[src/rtl/skpr_pkg.sv]
// ----------------------------------------------------------------------------
// skpr_pkg - shared types and constants for the spectral kinetic phase rotator
// Field widths, configuration indexes, CORDIC constants and the config struct.
// ----------------------------------------------------------------------------
package skpr_pkg;

    localparam int MAX_AXIS     = 1024;
    localparam int SIZE_W       = 11;
    localparam int IDX_W        = 10;
    localparam int SAMPLE_W     = 24;
    localparam int COEF_W       = 32;
    localparam int PHASE_W      = 32;
    localparam int CFG_IDX_W    = 3;
    localparam int CFG_DATA_W   = 32;

    // folded frequency index and its square
    localparam int FREQ_W       = IDX_W + 2;
    localparam int SQ_W         = 21;

    // CORDIC
    localparam int CORDIC_STEPS = 24;
    localparam int NUM_STEPS    = (CORDIC_STEPS > 32) ? 32 : CORDIC_STEPS;
    localparam int GAIN_W       = 33;
    localparam int GPROD_W      = SAMPLE_W + GAIN_W;
    localparam int DP_W         = 34;

    // limit CORDIC gain compensation, Q0.32
    localparam logic [GAIN_W-1:0] GAIN_Q32 = 33'h0_9B74_EDA8;

    // arctangent of 2^-i in Q0.32 turns
    localparam logic [PHASE_W-1:0] ATAN_TURNS [0:31] = '{
        32'd536870912, 32'd316933406, 32'd167458907, 32'd85004756,
        32'd42667331,  32'd21354465,  32'd10679838,  32'd5340245,
        32'd2670163,   32'd1335087,   32'd667544,    32'd333772,
        32'd166886,    32'd83443,     32'd41722,     32'd20861,
        32'd10430,     32'd5215,      32'd2608,      32'd1304,
        32'd652,       32'd326,       32'd163,       32'd81,
        32'd41,        32'd20,        32'd10,        32'd5,
        32'd3,         32'd1,         32'd1,         32'd0
    };

    // configuration register indexes
    localparam logic [CFG_IDX_W-1:0] CFG_SIZE_X = 3'd0;
    localparam logic [CFG_IDX_W-1:0] CFG_SIZE_Y = 3'd1;
    localparam logic [CFG_IDX_W-1:0] CFG_SIZE_Z = 3'd2;
    localparam logic [CFG_IDX_W-1:0] CFG_COEF_X = 3'd3;
    localparam logic [CFG_IDX_W-1:0] CFG_COEF_Y = 3'd4;
    localparam logic [CFG_IDX_W-1:0] CFG_COEF_Z = 3'd5;

    localparam logic [SIZE_W-1:0] SIZE_RESET = 11'd64;

    typedef struct packed {
        logic [SIZE_W-1:0] size_x;
        logic [SIZE_W-1:0] size_y;
        logic [SIZE_W-1:0] size_z;
        logic [COEF_W-1:0] coef_x;
        logic [COEF_W-1:0] coef_y;
        logic [COEF_W-1:0] coef_z;
    } t_cfg;

endpackage

[src/rtl/skpr_phase.sv]
// ----------------------------------------------------------------------------
// skpr_phase - kinetic phase from a 3-D grid index
// Folds, squares, scales by the per-axis coefficients and negates. 3 stages.
// ----------------------------------------------------------------------------
module skpr_phase (
    input  logic                          i_clk,
    input  logic                          i_rst_n,
    input  logic                          i_en,
    input  logic                          i_valid,
    input  logic [skpr_pkg::IDX_W-1:0]    i_index_x,
    input  logic [skpr_pkg::IDX_W-1:0]    i_index_y,
    input  logic [skpr_pkg::IDX_W-1:0]    i_index_z,
    input  skpr_pkg::t_cfg                i_cfg,
    output logic                          o_valid,
    output logic [skpr_pkg::PHASE_W-1:0]  o_phase
);
    import skpr_pkg::*;

    localparam int PROD_W = COEF_W + SQ_W;
    localparam logic [SQ_W-1:0] SQ_MAX = SQ_W'(MAX_AXIS * MAX_AXIS);

    // size 0 acts as 1, above MAX_AXIS as MAX_AXIS
    function automatic logic [SQ_W-1:0] fold_sq(input logic [SIZE_W-1:0] size,
                                                input logic [IDX_W-1:0]  idx);
        logic [SIZE_W-1:0]        n;
        logic [SIZE_W-1:0]        half;
        logic signed [FREQ_W-1:0] f;
        logic signed [2*FREQ_W-1:0] sq;
        n = size;
        if (n == '0) begin
            n = SIZE_W'(1);
        end else if (n > SIZE_W'(MAX_AXIS)) begin
            n = SIZE_W'(MAX_AXIS);
        end
        half = n >> 1;
        if ({1'b0, idx} <= half) begin
            f = signed'(FREQ_W'(idx));
        end else begin
            f = signed'(FREQ_W'(idx)) - signed'(FREQ_W'(n));
        end
        sq = f * f;
        return sq[SQ_W-1:0];
    endfunction

    logic [SQ_W-1:0]    r_sq_x, r_sq_y, r_sq_z;
    logic [PHASE_W-1:0] r_prod_x, r_prod_y, r_prod_z;
    logic [PHASE_W-1:0] r_phase;
    logic               r_va, r_vb, r_vc;

    logic [PROD_W-1:0]  n_full_x, n_full_y, n_full_z;
    logic [PHASE_W-1:0] n_phase;

    always_comb begin
        n_full_x = PROD_W'(i_cfg.coef_x) * PROD_W'(r_sq_x);
        n_full_y = PROD_W'(i_cfg.coef_y) * PROD_W'(r_sq_y);
        n_full_z = PROD_W'(i_cfg.coef_z) * PROD_W'(r_sq_z);
        // only the fraction of a turn matters, so everything wraps mod 2^32
        n_phase  = '0 - (r_prod_x + r_prod_y + r_prod_z);
    end

    always_ff @(posedge i_clk) begin
        if (!i_rst_n) begin
            r_va <= 1'b0;
            r_vb <= 1'b0;
            r_vc <= 1'b0;
        end else if (i_en) begin
            r_va <= i_valid;
            r_vb <= r_va;
            r_vc <= r_vb;
        end
    end

    always_ff @(posedge i_clk) begin
        if (i_en) begin
            r_sq_x   <= fold_sq(i_cfg.size_x, i_index_x);
            r_sq_y   <= fold_sq(i_cfg.size_y, i_index_y);
            r_sq_z   <= fold_sq(i_cfg.size_z, i_index_z);
            r_prod_x <= n_full_x[PHASE_W-1:0];
            r_prod_y <= n_full_y[PHASE_W-1:0];
            r_prod_z <= n_full_z[PHASE_W-1:0];
            r_phase  <= n_phase;
        end
    end

    assign o_valid = r_vc;
    assign o_phase = r_phase;

    // folded index stays within +/-1023, even for indexes beyond the grid
    a_sq_bound: assert property (@(posedge i_clk) disable iff (!i_rst_n)
        r_va |-> (r_sq_x <= SQ_MAX) && (r_sq_y <= SQ_MAX) && (r_sq_z <= SQ_MAX))
        else $error("squared frequency index out of range");

endmodule

[config.mk]
export PLATFORM = sky130hd
export DESIGN_NAME = skpr_phase
export DESIGN_NICKNAME = d
export VERILOG_FILES = /design/src/rtl/skpr_pkg.sv /design/src/rtl/skpr_phase.sv
export SDC_FILE = /design/constraint.sdc
export NUM_CORES = 2
export LEC_CHECK = 0
export BUFFER_PORTS_ARGS = -buffer_cell sky130_fd_sc_hd__buf_4
export CORE_MARGIN = 3
export CORE_UTILIZATION = 55
export CTS_CLUSTER_DIAMETER = 50
export DETAILED_ROUTE_END_ITERATION = 12
export PLACE_DENSITY = 0.73
export SETUP_SLACK_MARGIN = 0.15
export SYNTH_ARGS = -nofsm -noshare
export SYNTH_HDL_FRONTEND = slang
export SYNTH_SLANG_ARGS = --single-unit
export TNS_END_PERCENT = 50
[constraint.sdc]
create_clock -name i_clk -period 10.9 [get_ports i_clk]
set_clock_uncertainty 0.05 [all_clocks]
set_input_delay 2.18 -clock i_clk [delete_from_list [all_inputs] [get_ports i_clk]]
set_output_delay 2.18 -clock i_clk [all_outputs]
set_load 0.01 [all_outputs]
==> Word level (Yosys, flattened, before mapping) <==
Cells that the tools add are included.
{ "op_classes": {"n_addsub": 6, "mul": 6, "n_lt_le_gt_ge": 6, "muxes": 15, "reduce_logical": 3} }
{ "op_table": {"columns": ["operator", "count"], "rows": [
  ["11-bit 2-to-1 mux", 9],
  ["32-bit by 21-bit multiplier with 32-bit output", 3],
  ["12-bit 2-to-1 mux", 6],
  ["32-bit adder", 2],
  ["12-bit by 12-bit multiplier with 21-bit output", 3],
  ["10-bit by 11-bit subtractor with 12-bit output", 3],
  ["11-bit > comparator (second input constant)", 3],
  ["11-bit zero test", 3],
  ["1-bit by 32-bit subtractor with 32-bit output (first input constant)", 1],
  ["10-bit <= comparator", 3]
]} }
{ "totals": {"ff_bits": 194, "input_bits": 163, "out_inout_bits": 33, "wordCells": 46} }

==> Depth between registers and ports, before layout <==
{ "depth": {"word_depth": 8, "mapped_depth": 36} }

==> Least setup slack after synthesis <==
Ideal clock, no wire load.
{ "synth_timing": {"path_kind": "input -> register", "startpoint": "in i_cfg[128] (netlist bit)", "endpoint": "reg r_sq_x[19], data pin", "setup_ps": 258, "arrival_ps": 9116, "required_ps": 10592, "slack_ps": 1477, "stages": 34, "cell_sequence": "inv_1 > clkbuf_1 > nand2_1 > ha_1 > a21o_1 > a21o_1 > a21oi_1 > nor2_1 > a2111oi_0 > a31oi_1 > buf_2 > clkbuf_1 > mux2i_1 > buf_2 > or2_2 > fa_1 > inv_1 > ha_1 > fa_1 > inv_1 > fa_1 > fa_1 > inv_1 > ha_1 > nor2b_1 > o21ai_0 > a21boi_0 > o21ai_0 > a21oi_1 > a41o_1 > o41ai_1 > o21bai_1 > a21oi_1 > xnor2_1"} }
{ "synth_between": {"elab_chain_len": 8, "elab_cells_between_ends": 10, "cone_classes": "1 x add/sub; 1 x mul; 2 x order compare; 5 x mux; 1 x reduce/logical"} }
{ "synth_lines": {"columns": ["element", "line_no", "source"], "rows": [
  ["start: declaration", "skpr_phase.sv:13", "input skpr_pkg::t_cfg i_cfg,"],
  ["11-bit > comparator", "skpr_phase.sv:32", "end else if (n > SIZE_W'(MAX_AXIS)) begin"],
  ["11-bit 2-to-1 mux", "skpr_phase.sv:32", null],
  ["11-bit 2-to-1 mux (*)", "skpr_phase.sv:30", "if (n == '0) begin"],
  ["11-bit 2-to-1 mux (*)", "skpr_phase.sv:74", "if (i_en) begin"],
  ["10-bit by 11-bit subtractor with 12-bit output / 10-bit <= comparator (equally long branches)", "skpr_phase.sv:39, skpr_phase.sv:36", null],
  ["12-bit 2-to-1 mux (*)", "skpr_phase.sv:36", "if ({1'b0, idx} <= half) begin"],
  ["12-bit 2-to-1 mux (*)", "skpr_phase.sv:74", null],
  ["12-bit by 12-bit multiplier with 21-bit output (*)", "skpr_phase.sv:41", "sq = f * f;"],
  ["end signal: assignment", "skpr_phase.sv:75", "r_sq_x <= fold_sq(i_cfg.size_x, i_index_x);"],
  ["end: declaration", "skpr_phase.sv:45", "logic [SQ_W-1:0] r_sq_x, r_sq_y, r_sq_z;"]
]} }
Mark *: on every way between the ends. The rest lies on a longest branch, timed or not. The select of a mux whose other input is x is not followed.
A chain may end at the register's enable or synchronous reset.

==> Final worst setup path <==
{ "layout_timing": {"startpoint": "in i_cfg[113] (netlist bit)", "endpoint": "reg r_sq_y[19], data pin"} }
{ "layout_between": {"elab_chain_len": 8, "elab_cells_between_ends": 10, "cone_classes": "1 x add/sub; 1 x mul; 2 x order compare; 5 x mux; 1 x reduce/logical"} }
{ "layout_lines": {"columns": ["element", "line_no", "source"], "rows": [
  ["11-bit > comparator", "skpr_phase.sv:32", null],
  ["11-bit 2-to-1 mux", "skpr_phase.sv:32", null],
  ["11-bit 2-to-1 mux (*)", "skpr_phase.sv:30", null],
  ["11-bit 2-to-1 mux (*)", "skpr_phase.sv:74", null],
  ["10-bit by 11-bit subtractor with 12-bit output / 10-bit <= comparator (equally long branches)", "skpr_phase.sv:39, skpr_phase.sv:36", null],
  ["12-bit 2-to-1 mux (*)", "skpr_phase.sv:36", null],
  ["12-bit 2-to-1 mux (*)", "skpr_phase.sv:74", null],
  ["12-bit by 12-bit multiplier with 21-bit output (*)", "skpr_phase.sv:41", null],
  ["end signal: assignment", "skpr_phase.sv:76", "r_sq_y <= fold_sq(i_cfg.size_y, i_index_y);"],
  ["end: declaration", "skpr_phase.sv:45", null]
]} }
Marked as above.

==> run metrics <==
status=complete, no violations; slowest stage cell, crit path=mux2i_1; Clock Tree Root=clkbuf_16; most common cell in the netlist=inv_1; leading register cell type out of synthesis=edfxtp_1; Final period util=91.3%; post-DP HPWL=119000 µm; Starting Density=55.8%; port bufs=195; worst r2r src=r_sq_z[6]; post-route cell area=0.0654 mm²; vias post-DR=43.6k; Routed Antenna Nets=0; P&R area growth vs syn=5.39%; sequential area share after synthesis=9.19%; Die Span Y=342 µm; Core ar.=0.111 mm²; clock sink count=191; Die ar.=0.117 mm²; Post-synth EDFFs=188; cells after synthesis=6627; largest net degree at the start of global routing=77; crit path kind=in2reg; final setup fails=0; drt wl/cell=17.6 µm; vias in the first global route=48.1k; ys async rst share=0%; setup repair bufs after CTS=0; io pins=196; Critical Path Start Type=primary input; final hold vios=0; setup tns final=0 ns; 1st-pass router iterations=6; hold_sp=o_valid; first-pass GRT wire length=244000 µm; Post-Syn Area per Cell=9.37 µm²; DRC Markers=0; worst skew pair latency=0.50 ns; synth unique cells=87; RR Endpoint=r_prod_z[31]; CTS tree=yes; H-tree levels=4; max incr delay on CP=0.78 ns; layout cells sized above 1=5.22%; hold-fix buffer count after cts=0; Yosys top cell area share=43.7%; Tot GR Track Use=26.0%; synthesized area=0.0621 mm²; clk slew on worst S/H paths=0.08 ns; 1st-iter DRT viols=2408; CP required=11.09 ns; Hold WS=0.470 ns; grt ovf=0; Critical Path Sink Type=register; unrepaired setup endpoints after global routing=no; TritonCTS Buffers=17; Tmin final=9.95 ns; register-to-register setup slack=3.25 ns; total length of routed wires=143000 µm; Placement Rows=122; Synth Warn #=0; Crit path top cell by count=fa_1; Yosys top cell by area=fa_1; Placement Cell Area=0.0648 mm²; CTS resizes=0; routability cong.=0.923; initial antenna violation count=2; ranking of synthesized cells by area=fa_1 (44%), ha_1 (12%), inv_1 (9.3%); fin util=58.8%; Slew HR=22.5%; Max-Cap Viols=0; Vias/cell=5.36; worst r2r path cells=20; Max Buffers Root-to-Sink=2; number of synthesized register bits=191; Hold Crit Class=reg2reg; Hold Path Cell Cnt=2; Nets=8760; Hold Path Sink=o_valid; CP max FO=9; top cells by count, synth=inv_1 (1541), fa_1 (1354), nand2_1 (1014); Die Wd=342 µm; CP arrival=10.14 ns; worst-margin pin slew=1.16 ns; Fmax=0.101 GHz; max-slew violations=0
==> per-layer routing <==
metal  GRT usage (%)  part of all wire, %  routed length (µm)  vias to the layer above
met5               0                    0                   0                        -
met4            7.45                  2.8                4070                        0
met3            3.07                  5.7                8200                      245
met2            44.6                   49               70900                     1351
met1            34.9                   42               60200                    22295
li1                -                    -                   -                    19727
==> cell usage in the layout (no fill, tap or decap), types with 35 or more instances in the layout <==
cell	n
nand2_1	1014
inv_1	1541
o21ai_0	66
a21oi_1	137
ha_1	609
xnor2_1	266
fa_1	1354
nor2_1	231
and2_1	445
a21o_1	62
nor2b_1	35
xor2_1	63
edfxtp_1	188
buf_4	234
==> worst max path at each step <==
stage / start / to / slack, ns / depth (start not counted)
floorplan: i_cfg[128] / r_sq_x[19] / 1.48 / 34
global placement: i_cfg[113] / r_sq_y[19] / 0.81 / 32
detailed placement: i_cfg[113] / r_sq_y[19] / 0.60 / 32
CTS: i_cfg[113] / r_sq_y[19] / 1.15 / 32
global route: i_cfg[113] / r_sq_y[19] / 0.59 / 32
finish: i_cfg[113] / r_sq_y[19] / 0.95 / 32
==> state kept, by name, summed over array words and instances, names as in the netlist <==
signal,flops
r_sq_y,20
r_prod_x,32
o_valid,1
o_phase,32
r_vb,1
r_sq_z,20
r_prod_z,32
r_sq_x,20
r_va,1
r_prod_y,32
==> stage by stage <==
stage / instances / setup slack (ns)
floorplan: 6629 / 1.48
CTS: 8135 / 1.15
global route: 8135 / 0.593
detailed placement: 8103 / 0.602
finish: 8137 / 0.953
global placement: 8103 / 0.814
==> logic make-up (layout without fill, tap and decap cells) <==
kind of cell | count (synthesis) | after routing | share of synthesized area [%]
AOI/OAI and AO/OA | 445 | 445 | 4.92
xor gates and xnor gates | 329 | 329 | 4.64
adders and majority gates | 1964 | 1964 | 56.0
buffers and inverters | 1794 | 1812 | 10.9
DFF | 191 | 191 | 9.19
muxes | 34 | 34 | 0.597
other | 1 | 5 | 0.00604
and+or+nand+nor | 1869 | 1869 | 13.8
==> critical path: cells and delay by family <==
kind / cells / cell delay (ns)
mux: 1 / 0.78
fa+ha+maj: 8 / 3.19
xor+xnor: 2 / 0.22
buf+inv: 4 / 0.26
simple gates: 4 / 0.79
compound gates: 13 / 2.71
==> cell type report <==
cell class,instances,area [µm²]
Multi-Input combinational cell,4644,49600
Fill cell,9542,45900
Inverter,1545,5800
Sequential cell,191,5710
Tap cell,1488,1860
Timing Repair Buffer,235,1770
Clock buffer,17,425
Clock inverter,15,223
Antenna cell,2,5.00
Power is not shown: default switching activity piles up to over one toggle a cycle in this logic, so the estimate is an artifact.
